$ cat src/rtl/rbbe_pkg.sv
package rbbe_pkg;

	// Default depth of the range bound tables.
	localparam int MAX_RANGES_DEF = 16;

	// Bitmap word width, fixed by the width of the result word.
	localparam int WORD_BITS = 32;
	localparam int BIT_W     = $clog2(WORD_BITS);

	// Field widths of the channels and of the configuration port.
	localparam int NUM_RANGES_W = 5;
	localparam int ENTRY_W      = 4;
	localparam int VALUE_W      = 32;
	localparam int BIN_INDEX_W  = 5;
	localparam int WORD_INDEX_W = 24;
	localparam int CFG_IDX_W    = 2;
	localparam int CFG_DATA_W   = 5;

	// Configuration register indexes.
	localparam logic [CFG_IDX_W-1:0] REG_NUM_RANGES = 2'd0;
	localparam logic [CFG_IDX_W-1:0] REG_BELOW_EN   = 2'd1;
	localparam logic [CFG_IDX_W-1:0] REG_ABOVE_EN   = 2'd2;
	localparam logic [CFG_IDX_W-1:0] REG_SIGNED     = 2'd3;

	// Input item operation codes.
	localparam logic OP_LOAD  = 1'b0;
	localparam logic OP_VALUE = 1'b1;

	// Result of the shared key comparator: key below bound, key equal to bound.
	typedef struct packed {
		logic lt;
		logic eq;
	} cmp_res_t;

	// Control of the bitmap accumulators.
	typedef struct packed {
		logic             set_en;
		logic             clear;
		logic [BIT_W-1:0] set_bit;
	} acc_ctl_t;

endpackage

$ cat src/rtl/rbbe_in_if.sv
interface rbbe_in_if import rbbe_pkg::*; ();
	logic               valid;
	logic               ready;
	logic               op;
	logic [ENTRY_W-1:0] entry_index;
	logic [VALUE_W-1:0] range_low;
	logic [VALUE_W-1:0] range_high;
	logic [VALUE_W-1:0] sample_value;
	logic               last_value;

	modport source (
		output valid, op, entry_index, range_low, range_high, sample_value, last_value,
		input  ready
	);

	modport sink (
		input  valid, op, entry_index, range_low, range_high, sample_value, last_value,
		output ready
	);
endinterface

$ cat src/rtl/rbbe_out_if.sv
interface rbbe_out_if import rbbe_pkg::*; ();
	logic                    valid;
	logic                    ready;
	logic [BIN_INDEX_W-1:0]  bin_index;
	logic [WORD_INDEX_W-1:0] word_index;
	logic [WORD_BITS-1:0]    bitmap_word;
	logic                    last_word;

	modport source (
		output valid, bin_index, word_index, bitmap_word, last_word,
		input  ready
	);

	modport sink (
		input  valid, bin_index, word_index, bitmap_word, last_word,
		output ready
	);
endinterface

$ cat src/rtl/rbbe_bound_ram.sv
module rbbe_bound_ram import rbbe_pkg::*; #(
	parameter int DEPTH = MAX_RANGES_DEF,
	localparam int AW   = (DEPTH > 1) ? $clog2(DEPTH) : 1
) (
	input  logic               clk,
	input  logic               we,
	input  logic [AW-1:0]      waddr,
	input  logic [VALUE_W-1:0] wdata,
	input  logic               re,
	input  logic [AW-1:0]      raddr,
	output logic [VALUE_W-1:0] rdata
);

	logic [VALUE_W-1:0] mem_q [DEPTH];
	logic [VALUE_W-1:0] rdata_q;

	// One write port and one registered read port; read data holds until the next read.
	always_ff @(posedge clk) begin
		if (we) begin
			mem_q[waddr] <= wdata;
		end
		if (re) begin
			rdata_q <= mem_q[raddr];
		end
	end

	assign rdata = rdata_q;

endmodule

$ cat src/rtl/rbbe_key_cmp.sv
module rbbe_key_cmp import rbbe_pkg::*; (
	input  logic [VALUE_W-1:0] key,
	input  logic [VALUE_W-1:0] bound,
	input  logic               signed_cmp,
	output cmp_res_t           res
);

	logic [VALUE_W-1:0] bound_key;

	// Flipping the sign bit maps two's complement order onto unsigned order.
	assign bound_key = bound ^ {signed_cmp, {(VALUE_W-1){1'b0}}};
	assign res.lt    = key < bound_key;
	assign res.eq    = key == bound_key;

endmodule

$ cat src/rtl/rbbe_bitmap_acc.sv
module rbbe_bitmap_acc import rbbe_pkg::*; #(
	parameter int BIN_SLOTS = MAX_RANGES_DEF + 2,
	localparam int BW       = $clog2(BIN_SLOTS)
) (
	input  logic                 clk,
	input  logic                 arst_n,
	input  acc_ctl_t             ctl,
	input  logic [BW-1:0]        set_bin,
	input  logic [BW-1:0]        rd_bin,
	output logic [WORD_BITS-1:0] rd_word
);

	logic [WORD_BITS-1:0] acc_q [BIN_SLOTS];

	always_ff @(posedge clk or negedge arst_n) begin
		if (!arst_n) begin
			for (int b = 0; b < BIN_SLOTS; b++) begin
				acc_q[b] <= '0;
			end
		end else if (ctl.clear) begin
			for (int b = 0; b < BIN_SLOTS; b++) begin
				acc_q[b] <= '0;
			end
		end else if (ctl.set_en) begin
			acc_q[set_bin][ctl.set_bit] <= 1'b1;
		end
	end

	assign rd_word = acc_q[rd_bin];

endmodule

$ cat src/rtl/range_binned_bitmap_encoder_top.sv
// Channel   Direction  Handshake      Payload
// cfg       in         cfg_we         cfg_index, cfg_wdata (register write, no back-pressure)
// in_ch     in         valid / ready  op, entry_index, range_low, range_high, sample_value,
//                                     last_value
// out_ch    out        valid / ready  bin_index, word_index, bitmap_word, last_word
//
// A load item is written straight into both bound tables.
// For a value item, where n is the number of ranges in use, one shared key comparator
// walks the low bound table one entry a cycle through its registered read port to count
// the bounds below the value, then checks the two candidate bounds.
// A flush emits one word per bin in use, n plus the enabled below and above bins, from
// the accumulators through the output register; a stalled output holds the flush.
// Reset clears the control state, the configuration and all bitmap accumulators at
// once; the bound tables hold no reset value and must be loaded before use.
// The input is not ready while an item is being worked on or a flush is in progress.
module range_binned_bitmap_encoder_top import rbbe_pkg::*; #(
	parameter int MAX_RANGES = MAX_RANGES_DEF
) (
	input  logic                  clk,
	input  logic                  arst_n,
	input  logic                  cfg_we,
	input  logic [CFG_IDX_W-1:0]  cfg_index,
	input  logic [CFG_DATA_W-1:0] cfg_wdata,
	rbbe_in_if.sink               in_ch,
	rbbe_out_if.source            out_ch
);

	localparam int ADDR_W    = (MAX_RANGES > 1) ? $clog2(MAX_RANGES) : 1;
	localparam int CNT_W     = $clog2(MAX_RANGES + 1);
	localparam int BIN_SLOTS = MAX_RANGES + 2;
	localparam int BIN_W     = $clog2(BIN_SLOTS);

	typedef enum logic [2:0] {
		ST_IDLE,
		ST_SCAN,
		ST_FETCH,
		ST_CMP_LOW,
		ST_CMP_HIGH,
		ST_FLUSH
	} state_t;

	// Configuration registers.
	logic [NUM_RANGES_W-1:0] num_ranges_q;
	logic                    below_en_q;
	logic                    above_en_q;
	logic                    signed_cmp_q;

	// Sequencer state.
	state_t                  state_q;
	logic [VALUE_W-1:0]      key_q;
	logic                    last_q;
	logic [CNT_W-1:0]        scan_idx_q;
	logic                    rd_vld_q;
	logic [CNT_W-1:0]        pos_q;
	logic                    low_eq_q;
	logic [BIT_W-1:0]        bit_pos_q;
	logic [WORD_INDEX_W-1:0] word_cnt_q;
	logic [BIN_W-1:0]        flush_bin_q;

	// Output register.
	logic                    out_valid_q;
	logic [BIN_INDEX_W-1:0]  out_bin_q;
	logic [WORD_INDEX_W-1:0] out_word_idx_q;
	logic [WORD_BITS-1:0]    out_word_q;
	logic                    out_last_q;

	logic [CNT_W-1:0]        n_rng;
	logic [BIN_W-1:0]        bins_used;
	logic                    in_accept;
	logic                    load_we;
	logic                    scan_issue;
	logic                    low_re;
	logic                    high_re;
	logic [ADDR_W-1:0]       low_raddr;
	logic [ADDR_W-1:0]       high_raddr;
	logic [VALUE_W-1:0]      low_rdata;
	logic [VALUE_W-1:0]      high_rdata;
	logic [VALUE_W-1:0]      cmp_bound;
	cmp_res_t                cmp;
	logic                    bound_below;
	logic                    hit;
	logic [BIN_W-1:0]        hit_bin;
	logic [BIN_W-1:0]        below_ofs;
	acc_ctl_t                acc_ctl;
	logic [WORD_BITS-1:0]    acc_rd_word;
	logic                    word_done;
	logic                    out_free;
	logic                    flush_load;
	logic                    flush_last;
	logic                    flush_done;

	// Configuration writes; the user writes the port only while idle; not enforced.
	always_ff @(posedge clk or negedge arst_n) begin
		if (!arst_n) begin
			num_ranges_q <= NUM_RANGES_W'(1);
			below_en_q   <= 1'b0;
			above_en_q   <= 1'b0;
			signed_cmp_q <= 1'b0;
		end else if (cfg_we) begin
			case (cfg_index)
				REG_NUM_RANGES: num_ranges_q <= cfg_wdata[NUM_RANGES_W-1:0];
				REG_BELOW_EN:   below_en_q   <= cfg_wdata[0];
				REG_ABOVE_EN:   above_en_q   <= cfg_wdata[0];
				REG_SIGNED:     signed_cmp_q <= cfg_wdata[0];
				default: ;
			endcase
		end
	end

	// A range count of zero acts as one, and a count past the table depth is clamped.
	always_comb begin
		if (num_ranges_q == '0) begin
			n_rng = CNT_W'(1);
		end else if (int'(num_ranges_q) > MAX_RANGES) begin
			n_rng = CNT_W'(MAX_RANGES);
		end else begin
			n_rng = CNT_W'(num_ranges_q);
		end
	end

	assign below_ofs = BIN_W'(below_en_q);
	assign bins_used = BIN_W'(n_rng) + below_ofs + BIN_W'(above_en_q);

	assign in_ch.ready = (state_q == ST_IDLE);
	assign in_accept   = in_ch.valid && in_ch.ready;

	// Load items with an index beyond the table are dropped.
	assign load_we = in_accept && (in_ch.op == OP_LOAD) &&
		(int'(in_ch.entry_index) < MAX_RANGES);

	// The scan issues one low bound read a cycle; the fetch step reads the low bound at
	// the counted position and the high bound just before it.
	assign scan_issue = (state_q == ST_SCAN) && (scan_idx_q != n_rng);
	assign low_re     = scan_issue || (state_q == ST_FETCH);
	assign high_re    = (state_q == ST_FETCH);

	always_comb begin
		if (state_q == ST_FETCH) begin
			low_raddr = (pos_q != n_rng) ? ADDR_W'(pos_q) : '0;
		end else begin
			low_raddr = ADDR_W'(scan_idx_q);
		end
		high_raddr = (pos_q != '0) ? ADDR_W'(pos_q - CNT_W'(1)) : '0;
	end

	rbbe_bound_ram #(
		.DEPTH (MAX_RANGES)
	) u_low_ram (
		.clk   (clk),
		.we    (load_we),
		.waddr (ADDR_W'(in_ch.entry_index)),
		.wdata (in_ch.range_low),
		.re    (low_re),
		.raddr (low_raddr),
		.rdata (low_rdata)
	);

	rbbe_bound_ram #(
		.DEPTH (MAX_RANGES)
	) u_high_ram (
		.clk   (clk),
		.we    (load_we),
		.waddr (ADDR_W'(in_ch.entry_index)),
		.wdata (in_ch.range_high),
		.re    (high_re),
		.raddr (high_raddr),
		.rdata (high_rdata)
	);

	// The single comparator serves the scan, the low bound check and the high bound check.
	assign cmp_bound = (state_q == ST_CMP_HIGH) ? high_rdata : low_rdata;

	rbbe_key_cmp u_cmp (
		.key        (key_q),
		.bound      (cmp_bound),
		.signed_cmp (signed_cmp_q),
		.res        (cmp)
	);

	assign bound_below = !cmp.lt && !cmp.eq;

	// Bin decision, made in the high bound step. With no low bound below the value, the
	// value either matches the first low bound or lies below the whole table. With every
	// low bound below it, it is either inside the last range or above it.
	always_comb begin
		hit     = 1'b0;
		hit_bin = '0;
		if (pos_q == '0) begin
			if (low_eq_q) begin
				hit     = 1'b1;
				hit_bin = below_ofs;
			end else begin
				hit     = below_en_q;
				hit_bin = '0;
			end
		end else if (pos_q == n_rng) begin
			if (cmp.lt) begin
				hit     = 1'b1;
				hit_bin = BIN_W'(pos_q) - BIN_W'(1) + below_ofs;
			end else begin
				hit     = above_en_q;
				hit_bin = BIN_W'(n_rng) + below_ofs;
			end
		end else begin
			if (low_eq_q) begin
				hit     = 1'b1;
				hit_bin = BIN_W'(pos_q) + below_ofs;
			end else if (cmp.lt) begin
				hit     = 1'b1;
				hit_bin = BIN_W'(pos_q) - BIN_W'(1) + below_ofs;
			end
		end
	end

	assign word_done  = (bit_pos_q == BIT_W'(WORD_BITS - 1)) || last_q;
	assign out_free   = !out_valid_q || out_ch.ready;
	assign flush_load = (state_q == ST_FLUSH) && out_free;
	assign flush_last = (flush_bin_q == bins_used - BIN_W'(1));
	assign flush_done = flush_load && flush_last;

	// The earliest value of a word lands in the top bit.
	assign acc_ctl.set_en  = (state_q == ST_CMP_HIGH) && hit;
	assign acc_ctl.clear   = flush_done;
	assign acc_ctl.set_bit = BIT_W'(WORD_BITS - 1) - bit_pos_q;

	rbbe_bitmap_acc #(
		.BIN_SLOTS (BIN_SLOTS)
	) u_acc (
		.clk     (clk),
		.arst_n  (arst_n),
		.ctl     (acc_ctl),
		.set_bin (hit_bin),
		.rd_bin  (flush_bin_q),
		.rd_word (acc_rd_word)
	);

	always_ff @(posedge clk or negedge arst_n) begin
		if (!arst_n) begin
			state_q        <= ST_IDLE;
			key_q          <= '0;
			last_q         <= 1'b0;
			scan_idx_q     <= '0;
			rd_vld_q       <= 1'b0;
			pos_q          <= '0;
			low_eq_q       <= 1'b0;
			bit_pos_q      <= '0;
			word_cnt_q     <= '0;
			flush_bin_q    <= '0;
			out_valid_q    <= 1'b0;
			out_bin_q      <= '0;
			out_word_idx_q <= '0;
			out_word_q     <= '0;
			out_last_q     <= 1'b0;
		end else begin
			if (flush_load) begin
				out_valid_q <= 1'b1;
			end else if (out_ch.ready) begin
				out_valid_q <= 1'b0;
			end
			case (state_q)
				ST_IDLE: begin
					if (in_accept && (in_ch.op == OP_VALUE)) begin
						key_q      <= in_ch.sample_value ^
							{signed_cmp_q, {(VALUE_W-1){1'b0}}};
						last_q     <= in_ch.last_value;
						scan_idx_q <= '0;
						pos_q      <= '0;
						rd_vld_q   <= 1'b0;
						state_q    <= ST_SCAN;
					end
				end
				ST_SCAN: begin
					if (scan_issue) begin
						scan_idx_q <= scan_idx_q + CNT_W'(1);
					end
					rd_vld_q <= scan_issue;
					if (rd_vld_q && bound_below) begin
						pos_q <= pos_q + CNT_W'(1);
					end
					if (rd_vld_q && !scan_issue) begin
						state_q <= ST_FETCH;
					end
				end
				ST_FETCH: begin
					state_q <= ST_CMP_LOW;
				end
				ST_CMP_LOW: begin
					low_eq_q <= cmp.eq;
					state_q  <= ST_CMP_HIGH;
				end
				ST_CMP_HIGH: begin
					bit_pos_q <= bit_pos_q + BIT_W'(1);
					if (word_done) begin
						flush_bin_q <= '0;
						state_q     <= ST_FLUSH;
					end else begin
						state_q <= ST_IDLE;
					end
				end
				ST_FLUSH: begin
					if (out_free) begin
						out_bin_q      <= BIN_INDEX_W'(flush_bin_q);
						out_word_idx_q <= word_cnt_q;
						out_word_q     <= acc_rd_word;
						out_last_q     <= flush_last;
						if (flush_last) begin
							bit_pos_q  <= '0;
							word_cnt_q <= word_cnt_q + WORD_INDEX_W'(1);
							state_q    <= ST_IDLE;
						end else begin
							flush_bin_q <= flush_bin_q + BIN_W'(1);
						end
					end
				end
				default: begin
					state_q <= ST_IDLE;
				end
			endcase
		end
	end

	assign out_ch.valid       = out_valid_q;
	assign out_ch.bin_index   = out_bin_q;
	assign out_ch.word_index  = out_word_idx_q;
	assign out_ch.bitmap_word = out_word_q;
	assign out_ch.last_word   = out_last_q;

	// The position count never passes the number of ranges in use.
	a_pos_bound: assert property (@(posedge clk) disable iff (!arst_n)
		(state_q != ST_IDLE) |-> (pos_q <= n_rng) && (scan_idx_q <= n_rng))
		else $error("range position count out of bounds");

	// A bit is only ever set in a bin that a flush will emit.
	a_set_in_range: assert property (@(posedge clk) disable iff (!arst_n)
		acc_ctl.set_en |-> (hit_bin < bins_used))
		else $error("bitmap bit set in a bin that is not in use");

	// A full word always leads into a flush.
	a_full_word: assert property (@(posedge clk) disable iff (!arst_n)
		((state_q == ST_CMP_HIGH) && (bit_pos_q == BIT_W'(WORD_BITS - 1))) |=>
		(state_q == ST_FLUSH))
		else $error("full bitmap word not flushed");

	// The end of a flush restarts the bit position and advances the word counter.
	a_flush_end: assert property (@(posedge clk) disable iff (!arst_n)
		flush_done |=> (bit_pos_q == '0) &&
		(word_cnt_q == WORD_INDEX_W'($past(word_cnt_q) + WORD_INDEX_W'(1))))
		else $error("flush did not restart the word");

endmodule
$ cat src/flat_wrapper.sv
// flat-port wrapper written by rule: the top's interface ports become plain ports
module range_binned_bitmap_encoder_top_flat import rbbe_pkg::*;
#(
	parameter int MAX_RANGES = MAX_RANGES_DEF
)
  (clk, arst_n, cfg_we, cfg_index, cfg_wdata, in_ch_valid, in_ch_op, in_ch_entry_index, in_ch_range_low, in_ch_range_high, in_ch_sample_value, in_ch_last_value, in_ch_ready, out_ch_valid, out_ch_bin_index, out_ch_word_index, out_ch_bitmap_word, out_ch_last_word, out_ch_ready);
  rbbe_in_if in_ch_i ();
  rbbe_out_if out_ch_i ();
  input  logic clk;
  input  logic arst_n;
  input  logic cfg_we;
  input  logic [CFG_IDX_W-1:0] cfg_index;
  input  logic [CFG_DATA_W-1:0] cfg_wdata;
  input wire logic [$bits(in_ch_i.valid)-1:0] in_ch_valid;
  input wire logic [$bits(in_ch_i.op)-1:0] in_ch_op;
  input wire logic [$bits(in_ch_i.entry_index)-1:0] in_ch_entry_index;
  input wire logic [$bits(in_ch_i.range_low)-1:0] in_ch_range_low;
  input wire logic [$bits(in_ch_i.range_high)-1:0] in_ch_range_high;
  input wire logic [$bits(in_ch_i.sample_value)-1:0] in_ch_sample_value;
  input wire logic [$bits(in_ch_i.last_value)-1:0] in_ch_last_value;
  output wire logic [$bits(in_ch_i.ready)-1:0] in_ch_ready;
  output wire logic [$bits(out_ch_i.valid)-1:0] out_ch_valid;
  output wire logic [$bits(out_ch_i.bin_index)-1:0] out_ch_bin_index;
  output wire logic [$bits(out_ch_i.word_index)-1:0] out_ch_word_index;
  output wire logic [$bits(out_ch_i.bitmap_word)-1:0] out_ch_bitmap_word;
  output wire logic [$bits(out_ch_i.last_word)-1:0] out_ch_last_word;
  input wire logic [$bits(out_ch_i.ready)-1:0] out_ch_ready;
  assign in_ch_i.valid = in_ch_valid;
  assign in_ch_i.op = in_ch_op;
  assign in_ch_i.entry_index = in_ch_entry_index;
  assign in_ch_i.range_low = in_ch_range_low;
  assign in_ch_i.range_high = in_ch_range_high;
  assign in_ch_i.sample_value = in_ch_sample_value;
  assign in_ch_i.last_value = in_ch_last_value;
  assign in_ch_ready = in_ch_i.ready;
  assign out_ch_valid = out_ch_i.valid;
  assign out_ch_bin_index = out_ch_i.bin_index;
  assign out_ch_word_index = out_ch_i.word_index;
  assign out_ch_bitmap_word = out_ch_i.bitmap_word;
  assign out_ch_last_word = out_ch_i.last_word;
  assign out_ch_i.ready = out_ch_ready;
  range_binned_bitmap_encoder_top #(.MAX_RANGES(MAX_RANGES)) u_core (.clk(clk), .arst_n(arst_n), .cfg_we(cfg_we), .cfg_index(cfg_index), .cfg_wdata(cfg_wdata), .in_ch(in_ch_i), .out_ch(out_ch_i));
endmodule
$ cat config.mk
export PLATFORM = sky130hd
export DESIGN_NAME = range_binned_bitmap_encoder_top_flat
export DESIGN_NICKNAME = d
export VERILOG_FILES = /design/src/rtl/rbbe_pkg.sv /design/src/rtl/rbbe_in_if.sv /design/src/rtl/rbbe_out_if.sv /design/src/rtl/rbbe_bound_ram.sv /design/src/rtl/rbbe_key_cmp.sv /design/src/rtl/rbbe_bitmap_acc.sv /design/src/rtl/range_binned_bitmap_encoder_top.sv /design/src/flat_wrapper.sv
export SDC_FILE = /design/constraint.sdc
export NUM_CORES = 2
export LEC_CHECK = 0
export CAP_MARGIN = 20
export CORE_MARGIN = 2
export CORE_UTILIZATION = 57
export DETAILED_ROUTE_END_ITERATION = 8
export DONT_BUFFER_PORTS = 1
export GPL_TIMING_DRIVEN = 0
export HOLD_SLACK_MARGIN = 0.15
export MAX_ROUTING_LAYER = met4
export PLACE_DENSITY = 0.83
export SLEW_MARGIN = 20
export SYNTH_ARGS = -nofsm -noshare
export SYNTH_HDL_FRONTEND = slang
export SYNTH_SLANG_ARGS = --single-unit
export TNS_END_PERCENT = 50
$ cat constraint.sdc
create_clock -name clk -period 5.8 [get_ports clk]
set_input_delay 0.29 -clock clk [delete_from_list [all_inputs] [get_ports clk]]
set_output_delay 0.29 -clock clk [all_outputs]
set_load 0.01 [all_outputs]
-- After elaboration in Yosys (flattened, before gate mapping)
Memories as Yosys holds them, arrays and structs flattened. A register that Yosys moved wholly into a read port is not among the register bits.
Index checks and enable logic that the tools add are counted.
- register bits: 729
- RAM bits: 1024
- input port bits: 114
- output and inout port bits: 64
- logic and storage cells: 178
- memories kept: 2
- memory list (memory ; words ; bits a word ; rd ports ; clocked after memory_dff ; write ports ; line ; source):
    u_core.u_high_ram.mem_q ; 16 ; 32 ; 1 ; 1 ; 1 ; rbbe_bound_ram.sv:14 ; logic [VALUE_W-1:0] mem_q [DEPTH];
    u_core.u_low_ram.mem_q ; 16 ; 32 ; 1 ; 1 ; 1 ; rbbe_bound_ram.sv:14 ;
- $add $sub $neg: 12
- order comparisons: 7
- eq/ne operators: 22
- mux-type cells: 51
- bitwise gates (word level): 6
- reductions and logical operators: 41
- operator list (operator ; count):
    576-bit 2-to-1 mux ; 2
    576-bit OR ; 1
    32-bit binary-select mux with 5-bit select ; 1
    32-bit demux with 5-bit select ; 1
    32-bit 2-to-1 mux ; 4
    5-bit 2-to-1 mux ; 15
    32-bit bitwise XOR ; 2
    5-bit one-hot mux with 2 select lines ; 4
    32-bit equality test ; 1
    32-bit less-than comparator ; 1
    24-bit by 1-bit adder with 24-bit output, second input constant ; 1
    5-bit by 1-bit adder with 5-bit output ; 4
    5-bit by 1-bit adder with 5-bit output, second input constant ; 4
    3-bit one-hot mux with 6 select lines ; 1
    3-bit 2-to-1 mux ; 5
    2-bit AND reduction ; 7
    1-bit 2-to-1 mux ; 13
    6-bit greater-or-equal comparator, second input constant ; 2
    1-bit logical AND ; 12
    4-bit 2-to-1 mux ; 3
    5-bit inverter with 6-bit output ; 2
    3-bit AND reduction ; 4
    5-bit equality test ; 2
    5-bit zero test ; 2
    other kinds (25) ; 45

-- Logic depth before layout (Yosys ltp)
- word-level depth: 16
- mapped depth: 20
- mapped depth without buffers: 16

-- By module
A second synthesis with hierarchy kept.
- cell total of the unflattened synthesis: 4961
- area total of the unflattened synthesis: 74298.8 sq um
- by module, submodules not included (module ; instances ; cells each ; area each (sq um) ; sequential area each (sq um)):
    rbbe_bound_ram ; 2 ; 838 ; 20155.6 ; 16335.7
    rbbe_bitmap_acc ; 1 ; 2461 ; 25580.8 ; 14413.8
    range_binned_bitmap_encoder_top ; 1 ; 709 ; 7577.3 ; 3829.9
    rbbe_key_cmp ; 1 ; 115 ; 829.5 ; 0.0

-- Least setup slack after synthesis
No wires, ideal clock.
- path kind: register to register
- from: reg u_core.state_q[0]
- to: mem u_core.u_high_ram.mem_q[0][0] (enable)
- library setup time: 0.565 ns
- arrival: 6.015 ns
- required time: 5.235 ns
- setup slack: -0.781 ns
- cell stages (with the launch flop): 6
- buffers on the path: 1
- clock period less this slack: 6.581 ns
- path through: dfrtp_1 clkbuf_1 nor3_1 nand3b_1 or3_1 nor3_1
- word-level cells in the longest chain between the ends: 5
- RTL lines (what ; line ; source):
    from (decl) ; range_binned_bitmap_encoder_top.sv:49 ; state_t state_q;
    from (signal assigned) ; range_binned_bitmap_encoder_top.sv:239 ; state_q <= ST_IDLE;
    from (signal assigned) ; range_binned_bitmap_encoder_top.sv:269 ; state_q <= ST_SCAN;
    from (signal assigned) ; range_binned_bitmap_encoder_top.sv:281 ; state_q <= ST_FETCH;
    3-bit zero test ; range_binned_bitmap_encoder_top.sv:124 ; assign in_ch.ready = (state_q == ST_IDLE);
    named net in_ch_ready ; flat_wrapper.sv:21 ; output wire logic [$bits(in_ch_i.ready)-1:0] in_ch_ready;
    1-bit logical AND ; range_binned_bitmap_encoder_top.sv:125 ; assign in_accept = in_ch.valid && in_ch.ready;
    1-bit logical AND ; range_binned_bitmap_encoder_top.sv:128 ; assign load_we = in_accept && (in_ch.op == OP_LOAD) &&
    1-bit 2-to-1 mux ; rbbe_bound_ram.sv:19 ; if (we) begin
    1-bit 2-to-1 mux (implied by the code) ; rbbe_bound_ram.sv:20 ; mem_q[waddr] <= wdata;
    to (decl) ; rbbe_bound_ram.sv:14 ;
The timed path passes the listed nets, and every way through them passes these cells.

-- Worst setup path in the final report
- from: reg u_core.state_q[1]
- to: reg u_core.u_acc.acc_q[179] in the netlist's numbering
- word-level cells in the longest chain between the ends: 16
- elaborated cells on any way between the ends: 28
- those cells by class: order compare: 3; eq/ne: 2; mux: 15; bitwise: 3; reduce/logical: 5
- RTL lines (what ; line ; source):
    3-bit equality test ; range_binned_bitmap_encoder_top.sv:171, range_binned_bitmap_encoder_top.sv:222 ;
    32-bit 2-to-1 mux ; range_binned_bitmap_encoder_top.sv:171 ; assign cmp_bound = (state_q == ST_CMP_HIGH) ? high_rdata : low_rdata;
    32-bit bitwise XOR ; rbbe_key_cmp.sv:11 ; assign bound_key = bound ^ {signed_cmp, {(VALUE_W-1){1'b0}}};
    32-bit less-than comparator ; rbbe_key_cmp.sv:12 ; assign res.lt = key < bound_key;
    5-bit 2-to-1 mux ; range_binned_bitmap_encoder_top.sv:208 ; end else if (cmp.lt) begin
    5-bit 2-to-1 mux ; range_binned_bitmap_encoder_top.sv:205 ; if (low_eq_q) begin
    5-bit 2-to-1 mux ; range_binned_bitmap_encoder_top.sv:196 ; end else if (pos_q == n_rng) begin
    5-bit 2-to-1 mux ; range_binned_bitmap_encoder_top.sv:188 ; if (pos_q == '0) begin
    5-bit inverter with 6-bit output (implied by the code) ; rbbe_bitmap_acc.sv:25 ; acc_q[set_bin][ctl.set_bit] <= 1'b1;
    6-bit greater-or-equal comparator (implied by the code) / 6-bit by 1-bit less-than comparator with 1-bit output (equally long branches) ; rbbe_bitmap_acc.sv:25 ;
    1-bit logical AND (implied by the code) ; rbbe_bitmap_acc.sv:25 ;
    32-bit 2-to-1 mux (implied by the code) ; rbbe_bitmap_acc.sv:25 ;
    32-bit demux with 5-bit select ; rbbe_bitmap_acc.sv:25 ;
    576-bit OR (no source line) ; - ;
    576-bit 2-to-1 mux ; rbbe_bitmap_acc.sv:24 ; end else if (ctl.set_en) begin
    576-bit 2-to-1 mux ; rbbe_bitmap_acc.sv:20 ; end else if (ctl.clear) begin
    to (signal, indexed assignment) ; rbbe_bitmap_acc.sv:18 ; acc_q[b] <= '0;
    to (signal, indexed assignment) ; rbbe_bitmap_acc.sv:22 ; acc_q[b] <= '0;
    to (signal, indexed assignment) ; rbbe_bitmap_acc.sv:25 ;
    to (decl) ; rbbe_bitmap_acc.sv:13 ; logic [WORD_BITS-1:0] acc_q [BIN_SLOTS];
Several ways; a longest one is shown, not always the timed one. The select of a mux whose other input is x is not followed.
A chain may end at the register's enable or synchronous reset.

==> results.yml <==
worst_setup_path:
  path_class: "reg2reg"
  critical_path_required_ns: 6.43
  reg2reg_slack_ns: 0.05
  path_max_fanout: 10
  end_kind: "flop"
  arrival_ns: 6.38
  start_kind: "flop"
global_route:
  grt_max_degree: 730
  antenna_found_initial: 26
  grt.total_usage: 0.399
  gr-total-overflow: 0
  grt_pass1_vias: 56200
  grt_pass1_wl_microns: 381000
sta:
  rsz0062_at_grt: "yes"
  timing.hold.ws_ns: -0.788
  max_freq_mhz: 174
  hold_viol_final: 729
  slew_viol_final: 362
  finClkSkew_ns: 0.0695
  fin_crit_ns: 5.75
  slew_headroom: -0.677
  worst_pin_slew_ns: 2.52
  report.final.setup_viol: 0
  fin_crit_sh: 0.991
die:
  initial_utilization: 0.572
  die_h_microns: 369
  rows: 134
  fp.dieW_microns: 369
  die_area_sq_mm: 0.136
  ios: 178
  core_sq_mm: 0.133
synthesis:
  synth_area_sq_mm: 0.0761
  synth_edf_count: 1088
  synth_top_area_frac: 0.430
  ys_ff_latch: 1817
  yosysSeqAreaShare: 0.669
  synth_commonest_cells: "1088 x edfxtp_1, 925 x nand2_1, 728 x dfrtp_1"
  yosysMostFrequentCell: "edfxtp_1"
  synthesis.nets: 5716
  synth-main-ff-cell: "edfxtp_1"
  synth.distinct_cells: 74
  synth_warnings: 0
  syn_inst: 5552
  synth-async-reset-ratio: 0.401
  synth_area_leaders: "edfxtp_1 43%, dfrtp_1 24%, mux4_2 6.6%"
  syn_avg_cell_area_sq_um: 13.7
  yosys.area.top_type: "edfxtp_1"
pwr:
  powerDensity_mw_per_mm2: 569
  p_leak_nw: 32.2
  switchingPower_w: 0.0222
  power.internal_w: 0.0275
  comb_power_share: 0.438
  seqPwrFrac: 0.323
  p_clk_frac: 0.239
  peakVddDrop_uv: 511
  switching_share: 0.447
clocking:
  ctsHoldBuffers: 145
  clockBufferDepth: 3
  cts_tree: "built"
  numCtsBuffers: 178
  clkTransAtPathRegs_ns: 0.07
  worstSkewPairLatency_ns: 0.86
  root_buffer: "clkbuf_16"
  cts.sinks: 1817
  htree_levels: 4
routing:
  avgRoutedWirePerCell_microns: 33.7
  vias_per_cell: 7.23
  antenna_left: 0
  drt-total-wl_microns: 266000
  drcViolationCount: 0
  dr.first_iter.drc_count: 10300
  firstDrtPassIters: 7
  vias: 57100
finish:
  area_delta_synth_final_pct: 15.0
  drive_gt1_frac: 0.128
  num-nets-final: 6118
  post-route-util: 0.658
  fill_cells: 8761
outcome:
  status: "finished with violations"
  failed_checks: "negative hold slack, max-slew violations"
placed_design:
  hpwl_microns: 170000
  port_buffers: 0
  gp_congestion: 1.04
min_path:
  worst_hold_path_type: "in2async"
job:
  maxCapViolCount: 0
==> cells by family after synthesis <==
group           share of synthesized area
flops                               0.669
compound gates                      0.121
fa+ha+maj                         0.00823
simple gates                       0.0910
mux                                0.0769
xor+xnor                          0.00656
buf+inv                            0.0269
==> through the flow <==
| step | cells | total power [W] | setup TNS (ns) | cell area (sq um) | setup WS (ns) |
|---|---|---|---|---|---|
| floorplan | 5552 | 0.0273 | -75.92 | 76100 | -0.593 |
| global placement | 7320 | 0.0351 | -3878.25 | 78300 | -5.99 |
| detailed placement | 7387 | 0.0357 | -580.02 | 79600 | -1.58 |
| CTS | 7860 | 0.0478 | -0.135 | 87200 | -0.0319 |
| global route | 7892 | 0.0505 | -1.70 | 87500 | -0.117 |
| finish | 7895 | 0.0498 | 0 | 87500 | 0.0502 |
==> cells in the final DEF, fill, tap and decap left out, drive strengths merged, types with 37 or more instances in the layout <==
cell and n:
o21ai 245, a311oi 64, buf 173, nand3 117, o31ai 96, o221ai 65, inv 59, nor2 266
mux4 224, clkinv 61, mux2i 65, dfrtp 728, a211oi 164, a31oi 69, nand2 925, ha 50
clkbuf 605, and2 141, edfxtp 1088, a22o 37, a21oi 82, o21a 39, a32o 286, dlygate4sd3 145
==> repair_timing <==
item | 4_1_cts | 5_1_grt
setup buffers | 3 | 8
pin swaps | 1 | 5
hold endpoints to repair | 2024 | 729
gates resized for setup | 43 | 70
setup endpoints to repair | 576 | 548
==> power by group through the flow <==
| stage | logic [W] | registers (W) | clock network (W) |
|---|---|---|---|
| 2_1_floorplan | 0.0114 | 0.0159 | 0 |
| 6_report | 0.0218 | 0.0161 | 0.0119 |
| 3_3_place_gp | 0.0188 | 0.0162 | 0 |
| 5_1_grt | 0.0220 | 0.0162 | 0.0123 |
| 3_5_place_dp | 0.0194 | 0.0162 | 0 |
| 4_1_cts | 0.0201 | 0.0160 | 0.0117 |
==> state kept, by name, summed over array words and instances, names as in the netlist, 3 cells and up <==
register and flops:
u_core.state_q 3, u_core.out_ch.bitmap_word 32, u_core.u_high_ram.mem_q 512, u_core.num_ranges_q 5, u_core.out_ch.bin_index 5, u_core.pos_q 5
u_core.u_low_ram.rdata 32, u_core.bit_pos_q 5, u_core.scan_idx_q 5, u_core.u_acc.acc_q 576, u_core.u_low_ram.mem_q 512, u_core.out_ch.word_index 24
u_core.u_high_ram.rdata 32, u_core.key_q 32, u_core.word_cnt_q 24, u_core.flush_bin_q 5
==> worst max-delay path, cell delays in order (launching register included) <==
cell,delay [ns]
dfrtp_1,0.47
nand2b_1,0.18
clkbuf_1,0.17
nor2_4,0.28
buf_4,0.30
mux2i_1,0.36
ha_1,0.33
a21oi_1,0.16
o21ai_0,0.13
a221oi_2,0.47
nor3_4,0.15
or3_1,0.33
buf_4,0.18
o311ai_0,0.31
nand3_1,0.24
buf_2,0.30
nand3_1,0.19
clkbuf_1,0.70
o21ai_0,0.28
==> path summary, 6_finish.rpt <==
kind	depth (start not counted)	startpoint	endpoint
min in group clk	2	in_ch_entry_index[1]	u_core.u_low_ram.mem_q[15][5]
setup / recovery	18	u_core.state_q[1]	u_core.u_acc.acc_q[179]
hold / removal	0	arst_n	u_core.out_ch.bitmap_word[24]
hold reg to reg	2	u_core.u_acc.acc_q[105]	u_core.u_acc.acc_q[105]
max in group asynchronous	0	arst_n	u_core.out_ch.word_index[20]
setup reg to reg	18	u_core.state_q[1]	u_core.u_acc.acc_q[179]
==> routing by layer <==
metal,vias up,wire [microns],global-route usage
li1,22000,-,-
met1,28100,86400,0.475
met2,5652,119000,0.588
met3,1291,40000,0.140
met4,0,20400,0.237
met5,-,0,-
==> area by class of cell <==
cell class                 count  area [sq um]  area share
sequential                  1817         50900       0.582
timing repair buffer         223          2750      0.0314
inverter                      49           184     0.00210
antenna                       27          67.6    0.000772
buffer                       465          1960      0.0224
tap                         1768          2210      0.0253
clock inverter                91          1050      0.0120
multi-input combinational   3220         23400       0.268
clock buffer                 235          4900      0.0560
Power figures use the tool's default switching activity.
